===== config.mk =====
export PLATFORM = sky130hd
export DESIGN_NAME = rpc_frame_deframer_core
export DESIGN_NICKNAME = d
export VERILOG_FILES = /design/src/hw/rtl/rpcd_pkg.sv /design/src/hw/rtl/rpcd_in_stage.sv /design/src/hw/rtl/rpcd_parser.sv /design/src/hw/rtl/rpcd_out_stage.sv /design/src/hw/rtl/rpc_frame_deframer_core.sv
export SDC_FILE = /design/constraint.sdc
export NUM_CORES = 1
export LEC_CHECK = 0
export BUFFER_PORTS_ARGS = -buffer_cell sky130_fd_sc_hd__buf_4
export CORE_MARGIN = 2
export CORE_UTILIZATION = 33
export DETAILED_ROUTE_END_ITERATION = 7
export HOLD_SLACK_MARGIN = 0.06
export SLEW_MARGIN = 10
export SYNTH_ARGS = -nofsm -noshare
export SYNTH_HDL_FRONTEND = slang
export SYNTH_SLANG_ARGS = --single-unit

===== constraint.sdc =====
create_clock -name clk_i -period 9.9 [get_ports clk_i]
set_clock_uncertainty 0.05 [all_clocks]
set_input_delay 1.98 -clock clk_i [delete_from_list [all_inputs] [get_ports clk_i]]
set_output_delay 1.98 -clock clk_i [all_outputs]
set_load 0.02 [all_outputs]

===== src/hw/rtl/rpcd_pkg.sv =====
// Shared types, codes and constants of the RPC frame deframer.
`timescale 1ns / 1ps

package rpcd_pkg;

  // Fixed frame layout.
  localparam int unsigned HEADER_OVERHEAD = 26;
  localparam int unsigned LENGTH_BYTES    = 4;
  localparam int unsigned TAIL_BYTES      = 5;

  // Width of frame lengths and byte counters (bounded by the frame limit).
  localparam int unsigned LEN_W = 24;

  // Configuration register indexes.
  localparam logic [1:0] CFG_START_MARKER = 2'd0;
  localparam logic [1:0] CFG_END_MARKER   = 2'd1;
  localparam logic [1:0] CFG_MAX_FIELD    = 2'd2;
  localparam logic [1:0] CFG_MAX_FRAME    = 2'd3;

  // Parse phases.
  localparam logic [3:0] PH_HUNT       = 4'd0;
  localparam logic [3:0] PH_FRAME_LEN  = 4'd1;
  localparam logic [3:0] PH_ID_LEN     = 4'd2;
  localparam logic [3:0] PH_ID         = 4'd3;
  localparam logic [3:0] PH_METHOD_LEN = 4'd4;
  localparam logic [3:0] PH_METHOD     = 4'd5;
  localparam logic [3:0] PH_ERR_CODE   = 4'd6;
  localparam logic [3:0] PH_INFO_LEN   = 4'd7;
  localparam logic [3:0] PH_INFO       = 4'd8;
  localparam logic [3:0] PH_PAYLOAD    = 4'd9;
  localparam logic [3:0] PH_CHECKSUM   = 4'd10;
  localparam logic [3:0] PH_END        = 4'd11;

  // Result kinds.
  localparam logic [1:0] KIND_CONTENT = 2'd0;
  localparam logic [1:0] KIND_WORD    = 2'd1;
  localparam logic [1:0] KIND_STATUS  = 2'd2;

  // Field tags.
  localparam logic [1:0] TAG_ID      = 2'd0;
  localparam logic [1:0] TAG_METHOD  = 2'd1;
  localparam logic [1:0] TAG_INFO    = 2'd2;
  localparam logic [1:0] TAG_PAYLOAD = 2'd3;

  // Frame status codes.
  localparam logic [1:0] ST_OK      = 2'd0;
  localparam logic [1:0] ST_BAD_END = 2'd1;
  localparam logic [1:0] ST_BAD_LEN = 2'd2;
  localparam logic [1:0] ST_SHORT   = 2'd3;

  // Configuration register contents.
  typedef struct packed {
    logic [7:0]       start_marker;
    logic [7:0]       end_marker;
    logic [15:0]      max_field;
    logic [LEN_W-1:0] max_frame;
  } cfg_t;

  // One result word.
  typedef struct packed {
    logic [1:0]         kind;
    logic [1:0]         tag;
    logic [7:0]         data;
    logic signed [31:0] err_word;
    logic [1:0]         status;
    logic               last;
  } res_t;

endpackage


===== src/hw/rtl/rpcd_in_stage.sv =====
// Input register stage: holds one received byte until the parser takes it.
`timescale 1ns / 1ps

module rpcd_in_stage (
  input  logic       clk_i,
  input  logic       rst_ni,
  input  logic       in_valid_i,
  output logic       in_stall_o,
  input  logic [7:0] rx_byte_i,
  input  logic       take_i,
  output logic       vld_o,
  output logic [7:0] byte_o
);

  logic       vld_q, vld_d;
  logic [7:0] byte_q;
  logic       load;

  // The stage stalls only while it is full and its word is not taken.
  assign in_stall_o = vld_q & ~take_i;
  assign load       = in_valid_i & ~in_stall_o;

  always_comb begin
    vld_d = vld_q;
    if (load) begin
      vld_d = 1'b1;
    end else if (take_i) begin
      vld_d = 1'b0;
    end
  end

  always_ff @(posedge clk_i or negedge rst_ni) begin
    if (!rst_ni) begin
      vld_q <= 1'b0;
    end else begin
      vld_q <= vld_d;
    end
  end

  always_ff @(posedge clk_i) begin
    if (load) begin
      byte_q <= rx_byte_i;
    end
  end

  assign vld_o  = vld_q;
  assign byte_o = byte_q;

endmodule


===== src/hw/rtl/rpcd_parser.sv =====
// Frame parser: phase state and the per-byte decode logic.
`timescale 1ns / 1ps

module rpcd_parser (
  input  logic                clk_i,
  input  logic                rst_ni,
  input  logic                fire_i,
  input  logic [7:0]          rx_byte_i,
  input  rpcd_pkg::cfg_t      cfg_i,
  output logic                res_vld_o,
  output rpcd_pkg::res_t      res_o
);

  localparam int unsigned LW = rpcd_pkg::LEN_W;

  logic [3:0]    ph_q, ph_d;
  logic [1:0]    wcnt_q, wcnt_d;
  logic [23:0]   acc_q, acc_d;
  logic [LW-1:0] bleft_q, bleft_d;
  logic [LW-1:0] fbl_q, fbl_d;
  logic [LW-1:0] sum_q, sum_d;
  logic [LW-1:0] flen_q, flen_d;

  logic [31:0]   word_full;
  logic          word_done;
  logic [LW-1:0] fbl_dec;
  logic [LW-1:0] bleft_dec;
  logic [LW-1:0] pay_len;
  logic [LW:0]   len_total;
  logic [LW:0]   len_room;
  logic          len_err;
  logic          len_zero;
  logic [1:0]    ctag;

  // Shared arithmetic for the current byte.
  assign word_full = {acc_q, rx_byte_i};
  assign word_done = (wcnt_q == 2'(rpcd_pkg::LENGTH_BYTES - 1));
  assign fbl_dec   = fbl_q - LW'(1);
  assign bleft_dec = bleft_q - LW'(1);
  assign pay_len   = fbl_dec - LW'(rpcd_pkg::TAIL_BYTES);
  assign len_total = {1'b0, sum_q} + (LW + 1)'(word_full[15:0]);
  assign len_room  = {1'b0, flen_q - LW'(rpcd_pkg::HEADER_OVERHEAD)};
  assign len_zero  = (word_full == 32'd0);
  assign len_err   = (word_full > {16'd0, cfg_i.max_field}) || (len_total > len_room);

  // Tag of a content phase.
  always_comb begin
    unique case (ph_q)
      rpcd_pkg::PH_ID:     ctag = rpcd_pkg::TAG_ID;
      rpcd_pkg::PH_METHOD: ctag = rpcd_pkg::TAG_METHOD;
      rpcd_pkg::PH_INFO:   ctag = rpcd_pkg::TAG_INFO;
      default:             ctag = rpcd_pkg::TAG_PAYLOAD;
    endcase
  end

  // Next state and result for one byte.
  always_comb begin
    ph_d      = ph_q;
    wcnt_d    = wcnt_q;
    acc_d     = acc_q;
    bleft_d   = bleft_q;
    fbl_d     = fbl_q;
    sum_d     = sum_q;
    flen_d    = flen_q;
    res_vld_o = 1'b0;
    res_o     = '0;

    unique case (ph_q)
      rpcd_pkg::PH_HUNT: begin
        if (rx_byte_i == cfg_i.start_marker) begin
          ph_d   = rpcd_pkg::PH_FRAME_LEN;
          wcnt_d = 2'd0;
          acc_d  = 24'd0;
          sum_d  = '0;
        end
      end

      rpcd_pkg::PH_FRAME_LEN: begin
        acc_d  = word_full[23:0];
        wcnt_d = wcnt_q + 2'd1;
        if (word_done) begin
          flen_d = word_full[LW-1:0];
          if (word_full < 32'(rpcd_pkg::HEADER_OVERHEAD)) begin
            res_vld_o = 1'b1;
          end else if (word_full > {8'd0, cfg_i.max_frame}) begin
            res_vld_o = 1'b1;
          end else begin
            fbl_d = word_full[LW-1:0] - LW'(rpcd_pkg::LENGTH_BYTES + 1);
            ph_d  = rpcd_pkg::PH_ID_LEN;
          end
          if (res_vld_o) begin
            res_o.kind   = rpcd_pkg::KIND_STATUS;
            res_o.last   = 1'b1;
            res_o.status = (word_full < 32'(rpcd_pkg::HEADER_OVERHEAD)) ?
                           rpcd_pkg::ST_SHORT : rpcd_pkg::ST_BAD_LEN;
            ph_d         = rpcd_pkg::PH_HUNT;
            wcnt_d       = 2'd0;
            bleft_d      = '0;
          end
        end
      end

      rpcd_pkg::PH_ID_LEN, rpcd_pkg::PH_METHOD_LEN, rpcd_pkg::PH_INFO_LEN: begin
        fbl_d  = fbl_dec;
        acc_d  = word_full[23:0];
        wcnt_d = wcnt_q + 2'd1;
        if (word_done) begin
          if (len_err) begin
            res_vld_o    = 1'b1;
            res_o.kind   = rpcd_pkg::KIND_STATUS;
            res_o.status = rpcd_pkg::ST_BAD_LEN;
            res_o.last   = 1'b1;
            ph_d         = rpcd_pkg::PH_HUNT;
            wcnt_d       = 2'd0;
            bleft_d      = '0;
          end else begin
            sum_d   = len_total[LW-1:0];
            bleft_d = LW'(word_full[15:0]);
            ph_d    = ph_q + 4'd1;
            // An empty string skips straight to what follows it.
            if (len_zero) begin
              if (ph_q == rpcd_pkg::PH_ID_LEN) begin
                ph_d = rpcd_pkg::PH_METHOD_LEN;
              end else if (ph_q == rpcd_pkg::PH_METHOD_LEN) begin
                ph_d = rpcd_pkg::PH_ERR_CODE;
              end else if (pay_len == '0) begin
                bleft_d = LW'(rpcd_pkg::LENGTH_BYTES);
                ph_d    = rpcd_pkg::PH_CHECKSUM;
              end else begin
                bleft_d = pay_len;
                ph_d    = rpcd_pkg::PH_PAYLOAD;
              end
            end
          end
        end
      end

      rpcd_pkg::PH_ID, rpcd_pkg::PH_METHOD, rpcd_pkg::PH_INFO,
      rpcd_pkg::PH_PAYLOAD: begin
        fbl_d      = fbl_dec;
        bleft_d    = bleft_dec;
        res_vld_o  = 1'b1;
        res_o.kind = rpcd_pkg::KIND_CONTENT;
        res_o.tag  = ctag;
        res_o.data = rx_byte_i;
        // Last byte of the part: move on to the next part.
        if (bleft_dec == '0) begin
          wcnt_d = 2'd0;
          if (ph_q == rpcd_pkg::PH_ID) begin
            ph_d = rpcd_pkg::PH_METHOD_LEN;
          end else if (ph_q == rpcd_pkg::PH_METHOD) begin
            ph_d = rpcd_pkg::PH_ERR_CODE;
          end else if ((ph_q == rpcd_pkg::PH_INFO) && (pay_len != '0)) begin
            bleft_d = pay_len;
            ph_d    = rpcd_pkg::PH_PAYLOAD;
          end else begin
            bleft_d = LW'(rpcd_pkg::LENGTH_BYTES);
            ph_d    = rpcd_pkg::PH_CHECKSUM;
          end
        end
      end

      rpcd_pkg::PH_ERR_CODE: begin
        fbl_d  = fbl_dec;
        acc_d  = word_full[23:0];
        wcnt_d = wcnt_q + 2'd1;
        if (word_done) begin
          res_vld_o      = 1'b1;
          res_o.kind     = rpcd_pkg::KIND_WORD;
          res_o.err_word = $signed(word_full);
          ph_d           = rpcd_pkg::PH_INFO_LEN;
        end
      end

      rpcd_pkg::PH_CHECKSUM: begin
        fbl_d   = fbl_dec;
        bleft_d = bleft_dec;
        if (bleft_dec == '0) begin
          ph_d = rpcd_pkg::PH_END;
        end
      end

      default: begin
        // End position: check the closing byte and report the frame.
        fbl_d        = fbl_dec;
        res_vld_o    = 1'b1;
        res_o.kind   = rpcd_pkg::KIND_STATUS;
        res_o.status = (rx_byte_i == cfg_i.end_marker) ?
                       rpcd_pkg::ST_OK : rpcd_pkg::ST_BAD_END;
        res_o.last   = 1'b1;
        ph_d         = rpcd_pkg::PH_HUNT;
        wcnt_d       = 2'd0;
        bleft_d      = '0;
      end
    endcase
  end

  always_ff @(posedge clk_i or negedge rst_ni) begin
    if (!rst_ni) begin
      ph_q    <= rpcd_pkg::PH_HUNT;
      wcnt_q  <= 2'd0;
      acc_q   <= 24'd0;
      bleft_q <= '0;
      fbl_q   <= '0;
      sum_q   <= '0;
      flen_q  <= '0;
    end else if (fire_i) begin
      ph_q    <= ph_d;
      wcnt_q  <= wcnt_d;
      acc_q   <= acc_d;
      bleft_q <= bleft_d;
      fbl_q   <= fbl_d;
      sum_q   <= sum_d;
      flen_q  <= flen_d;
    end
  end

endmodule


===== src/hw/rtl/rpcd_out_stage.sv =====
// Output register stage: holds one result word until the receiver takes it.
`timescale 1ns / 1ps

module rpcd_out_stage (
  input  logic           clk_i,
  input  logic           rst_ni,
  input  logic           load_i,
  input  rpcd_pkg::res_t res_i,
  output logic           free_o,
  output logic           out_valid_o,
  input  logic           out_stall_i,
  output rpcd_pkg::res_t res_o
);

  logic           vld_q, vld_d;
  rpcd_pkg::res_t res_q;

  // The slot is free when empty or when its word leaves this cycle.
  assign free_o = ~vld_q | ~out_stall_i;
  assign vld_d  = load_i | (vld_q & out_stall_i);

  always_ff @(posedge clk_i or negedge rst_ni) begin
    if (!rst_ni) begin
      vld_q <= 1'b0;
    end else begin
      vld_q <= vld_d;
    end
  end

  always_ff @(posedge clk_i) begin
    if (load_i) begin
      res_q <= res_i;
    end
  end

  assign out_valid_o = vld_q;
  assign res_o       = res_q;

endmodule


===== src/hw/rtl/rpc_frame_deframer_core.sv =====
// Top level of the RPC frame deframer: configuration registers and the stage chain.
`timescale 1ns / 1ps

// Streaming deframer for length-prefixed RPC frames, one received byte per
// input word. Input channel: in_valid_i / in_stall_o / rx_byte_i. Output
// channel: out_valid_o / out_stall_i and the result fields. A word moves at
// a clock edge with valid high and stall low.
// Each byte is captured in an input register, decoded by the parser once the
// output register can take a result, and its result, if any, written to the
// output register, where the result word waits until the receiver takes it.
// Bytes that cause no result (start marker, lengths, checksum) are consumed
// silently.
// Throughput is one byte per cycle while the receiver does not stall.
// Configuration is written through cfg_we_i / cfg_addr_i / cfg_wdata_i while
// the block is idle; the registers take their defaults at reset.
// Reset empties both stages and puts the parser in the hunt for a start
// byte. When the receiver stalls, the output word holds, the parser waits,
// and in_stall_o rises once the input register holds a byte.
module rpc_frame_deframer_core (
  input  logic               clk_i,
  input  logic               rst_ni,
  input  logic               cfg_we_i,
  input  logic [1:0]         cfg_addr_i,
  input  logic [23:0]        cfg_wdata_i,
  input  logic               in_valid_i,
  output logic               in_stall_o,
  input  logic [7:0]         rx_byte_i,
  output logic               out_valid_o,
  input  logic               out_stall_i,
  output logic [1:0]         out_kind_o,
  output logic [1:0]         field_tag_o,
  output logic [7:0]         content_byte_o,
  output logic signed [31:0] error_code_word_o,
  output logic [1:0]         frame_status_o,
  output logic               last_of_frame_o
);

  rpcd_pkg::cfg_t cfg_q;
  rpcd_pkg::res_t res_p;
  rpcd_pkg::res_t res_out;
  logic           in_vld;
  logic [7:0]     in_byte;
  logic           res_vld;
  logic           out_free;
  logic           fire;

  // Configuration registers.
  always_ff @(posedge clk_i or negedge rst_ni) begin
    if (!rst_ni) begin
      cfg_q.start_marker <= 8'd2;
      cfg_q.end_marker   <= 8'd3;
      cfg_q.max_field    <= 16'd512;
      cfg_q.max_frame    <= 24'd65536;
    end else if (cfg_we_i) begin
      unique case (cfg_addr_i)
        rpcd_pkg::CFG_START_MARKER: cfg_q.start_marker <= cfg_wdata_i[7:0];
        rpcd_pkg::CFG_END_MARKER:   cfg_q.end_marker   <= cfg_wdata_i[7:0];
        rpcd_pkg::CFG_MAX_FIELD:    cfg_q.max_field    <= cfg_wdata_i[15:0];
        rpcd_pkg::CFG_MAX_FRAME:    cfg_q.max_frame    <= cfg_wdata_i;
        default:                    cfg_q.max_frame    <= cfg_q.max_frame;
      endcase
    end
  end

  // A byte is parsed when one is held and the output slot can take a result.
  assign fire = in_vld & out_free;

  rpcd_in_stage u_in_stage (
    .clk_i      (clk_i),
    .rst_ni     (rst_ni),
    .in_valid_i (in_valid_i),
    .in_stall_o (in_stall_o),
    .rx_byte_i  (rx_byte_i),
    .take_i     (fire),
    .vld_o      (in_vld),
    .byte_o     (in_byte)
  );

  rpcd_parser u_parser (
    .clk_i     (clk_i),
    .rst_ni    (rst_ni),
    .fire_i    (fire),
    .rx_byte_i (in_byte),
    .cfg_i     (cfg_q),
    .res_vld_o (res_vld),
    .res_o     (res_p)
  );

  rpcd_out_stage u_out_stage (
    .clk_i       (clk_i),
    .rst_ni      (rst_ni),
    .load_i      (fire & res_vld),
    .res_i       (res_p),
    .free_o      (out_free),
    .out_valid_o (out_valid_o),
    .out_stall_i (out_stall_i),
    .res_o       (res_out)
  );

  assign out_kind_o        = res_out.kind;
  assign field_tag_o       = res_out.tag;
  assign content_byte_o    = res_out.data;
  assign error_code_word_o = res_out.err_word;
  assign frame_status_o    = res_out.status;
  assign last_of_frame_o   = res_out.last;

`ifndef SYNTH
  // Only a status word closes a frame.
  assert property (@(posedge clk_i) disable iff (!rst_ni)
    out_valid_o && last_of_frame_o |-> out_kind_o == rpcd_pkg::KIND_STATUS)
    else $error("last_of_frame on a word that is not a status word");

  // Without receiver backpressure the input side never stalls.
  assert property (@(posedge clk_i) disable iff (!rst_ni)
    !out_stall_i |-> !in_stall_o)
    else $error("input stalled while the output side was free");

  // Field tags are zero outside content words.
  assert property (@(posedge clk_i) disable iff (!rst_ni)
    out_valid_o && out_kind_o != rpcd_pkg::KIND_CONTENT |-> field_tag_o == rpcd_pkg::TAG_ID)
    else $error("field tag set on a word that carries no content byte");
`endif

endmodule


==> impl_metrics.py <==
metrics = {
    "min_path": {
        "hp-class": "register to register",
        "min_from": "u_parser.sum_q[19]$_DFFE_PN0P_",
    },
    "layout": {
        "num_antenna_cells": 0,
        "fillers": 4611,
        "drive_gt1_frac": 0.162,
        "area.growth.synth_to_final_pct": 13.7,
        "layout.nets": 1799,
        "fin_cells": 2294,
    },
    "routing": {
        "drt_iter0_drc": 1236,
        "drc": 0,
        "routed_wl_microns": 46800,
        "viasPerCell": 5.57,
        "routedWlPerCell_microns": 20.4,
        "vias": 12800,
        "detail_route.first_pass.iterations": 6,
        "postRouteAntennaNets": 0,
    },
    "timing": {
        "hold_viol_final": 0,
        "finalWorstSetupSlack_ns": 3.04,
        "relSlewSlack": 0.134,
        "post-route-min-period_ns": 6.86,
        "finalSetupViolCount": 0,
        "drv_slew": 0,
        "rsz0062_at_grt": "false",
        "fmax_ghz": 0.146,
        "worst_pin_slew_ns": 1.30,
        "fin_crit_sh": 0.693,
        "fin_tns_setup_ns": 0,
    },
    "clocking": {
        "htreeDepth": 1,
        "post_cts_buffers": 0,
        "cts.repair.resized": 0,
        "hold_buffers": 0,
        "cts.sinks": 239,
        "clock_latency_ns": 0.55,
        "cts_root_buf": "clkbuf_16",
        "clkTransAtPathRegs_ns": 0.06,
        "clk_path_buf_depth": 3,
        "cts_buffers": 27,
        "tritoncts": "built",
    },
    "synth": {
        "synthCells": 1613,
        "synth_flop_cell": "dfrtp_1",
        "syn_avg_cell_area_sq_um": 9.63,
        "netlist_area_sq_um": 15500,
        "synth-edff-count": 55,
        "yosysWarnings": 0,
        "ys_types": 81,
        "yosysTopAreaCell": "dfrtp_1",
        "synth_commonest_cells": "dfrtp_1, nor2_1, nand2_1, o21ai_0, ha_1",
        "synthArstFlopShare": 0.770,
        "synth_nets": 1746,
        "yosysTopAreaCellShare": 0.288,
        "synth.ff_latch_count": 239,
        "yosys-top-cells-area": "dfrtp_1, edfxtp_1, ha_1",
        "yosysMostFrequentCell": "dfrtp_1",
        "ys_seq_area_frac": 0.403,
    },
    "critical_path": {
        "crit_start": "u_in_stage.byte_o[2]$_DFFE_PP_",
        "cp-end-kind": "register",
        "arrival_ns": 7.30,
        "path_class": "register to register",
        "cp_data_required_time_ns": 10.33,
        "start_kind": "register",
        "cp_max_fo": 21,
        "worstReg2RegStart": "u_in_stage.byte_o[2]$_DFFE_PP_",
    },
    "global_route": {
        "antenna_found_initial": 1,
        "globalRouteTotalUtil": 0.188,
        "grt_pass1_vias": 12300,
        "grt_max_degree": 118,
        "grt_overflow_total": 0,
        "grt_pass1_wl_microns": 73100,
    },
    "floorplan": {
        "die_area_sq_um": 48800,
        "die_w_microns": 221,
        "start_util": 0.334,
        "num_io_pins": 88,
        "core_region_area_sq_um": 46600,
        "rows": 79,
        "die_h_microns": 221,
    },
    "placed_design": {
        "place_inst": 2244,
        "gp_congestion": 0.903,
        "dp_slack_ns": 3.09,
        "place_hpwl_microns": 34100,
        "portBuffers": 87,
    },
    "pwr": {
        "leakage_nw": 7.69,
        "irDropWorstVdd_v": 0.000191,
        "power_density_nw_per_um2": 312,
    },
    "status": {
        "outcome": "finished, final reports clean",
    },
    "flow_run": {
        "max_cap_violations": 0,
    },
}
[worst max-delay path: stages (launching register included)]
cell	delay [ns]
edfxtp_1	0.92
ha_1	0.40
a21oi_1	0.22
o21bai_1	0.09
a21oi_1	0.23
o21ai_0	0.22
a311o_1	0.45
a211oi_1	0.44
nand2b_1	0.24
xnor2_1	0.09
ha_1	0.19
a21o_1	0.17
a21o_1	0.17
a21o_1	0.16
a2111oi_0	0.42
nor4_1	0.12
a211oi_1	0.28
and4bb_2	0.61
nand2_1	0.21
o21ai_1	0.60
and2b_1	0.32
a221o_1	0.16
[path summary, 6_finish.rpt]
check | to | slack, ns | cells after the start
max | u_parser.bleft_q[15]$_DFFE_PN0P_ | 3.04 | 21
min | u_parser.sum_q[19]$_DFFE_PN0P_ | 0.44 | 1
max reg2reg | u_parser.bleft_q[15]$_DFFE_PN0P_ | 3.04 | 21
min reg2reg | u_parser.sum_q[19]$_DFFE_PN0P_ | 0.44 | 1
max in group asynchronous | u_parser.sum_q[18]$_DFFE_PN0P_ | 6.74 | 2
min in group asynchronous | cfg_q[6]$_DFFE_PN0P_ | 1.48 | 1
[layer usage]
layer  global-route usage  vias up  share of wire
li1                     -     5987              -
met1                0.259     6230           0.44
met2                0.301      475           0.45
met3               0.0344       78          0.072
met4               0.0535        2          0.029
met5                    0        -        0.00028
[cells in the final DEF, fill, tap and decap left out, types with 27 or more instances in the layout]
cell	count
nand2_1	103
ha_1	93
nor3_1	52
o21ai_0	93
a22o_1	43
nand4_1	33
buf_4	110
clkbuf_16	27
dfrtp_1	179
a21o_1	40
edfxtp_1	55
inv_1	73
xnor2_1	84
mux2_2	78
nand3_1	34
a21oi_1	61
nor2_1	116
nor4_1	29
and2_1	51
xor2_1	45
[per-stage QoR]
step / power, W / instance area, sq um / utilization / hold WS [ns]
after detailed placement: 0.00448 / 16800 / 0.360 / 0.430
final: 0.00552 / 17700 / 0.379 / 0.438
after floorplan: 0.00358 / 15500 / - / 0.400
after CTS: 0.00551 / 17700 / 0.379 / 0.436
after global routing: 0.00589 / 17700 / 0.379 / 0.457
after global placement: 0.00443 / 16800 / 0.360 / 0.419
[flip-flops by register name, indices dropped and copies added (netlist names)]
signal	count
u_parser.acc_q	24
u_out_stage.out_valid_o	1
u_out_stage.res_o	47
u_in_stage.byte_o	8
u_parser.sum_q	24
u_parser.bleft_q	24
u_in_stage.vld_o	1
cfg_q	56
u_parser.fbl_q	24
u_parser.ph_q	4
u_parser.wcnt_q	2
u_parser.flen_q	24
[report_power, final]
| part | leakage [nW] | switching [W] | total [W] | internal (W) |
|---|---|---|---|---|
| registers | 2.88 | 0.000360 | 0.00169 | 0.00133 |
| clock network | 0.436 | 0.000423 | 0.00102 | 0.000595 |
| logic | 4.37 | 0.00174 | 0.00281 | 0.00108 |
[final cells by class]
cell class	instances	area, sq um	area share
multi-input cells	1214	8620	0.488
clock buffers	37	763	0.0432
flip-flops and latches	239	6260	0.355
inverters	73	274	0.0155
repair buffers	111	840	0.0475
well taps	607	759	0.0430
clock inverters	13	141	0.00801
[cells by family (layout without fill, tap and decap cells)]
group,Yosys count,after routing,share of synthesized area
mux,82,82,0.0591
xor+xnor,129,129,0.0727
buf+inv,160,234,0.0425
fa+ha+maj,94,94,0.0762
compound gates,374,374,0.163
simple gates,535,535,0.183
flops,239,239,0.403
Note: power is estimated with default switching activity, not from simulation.
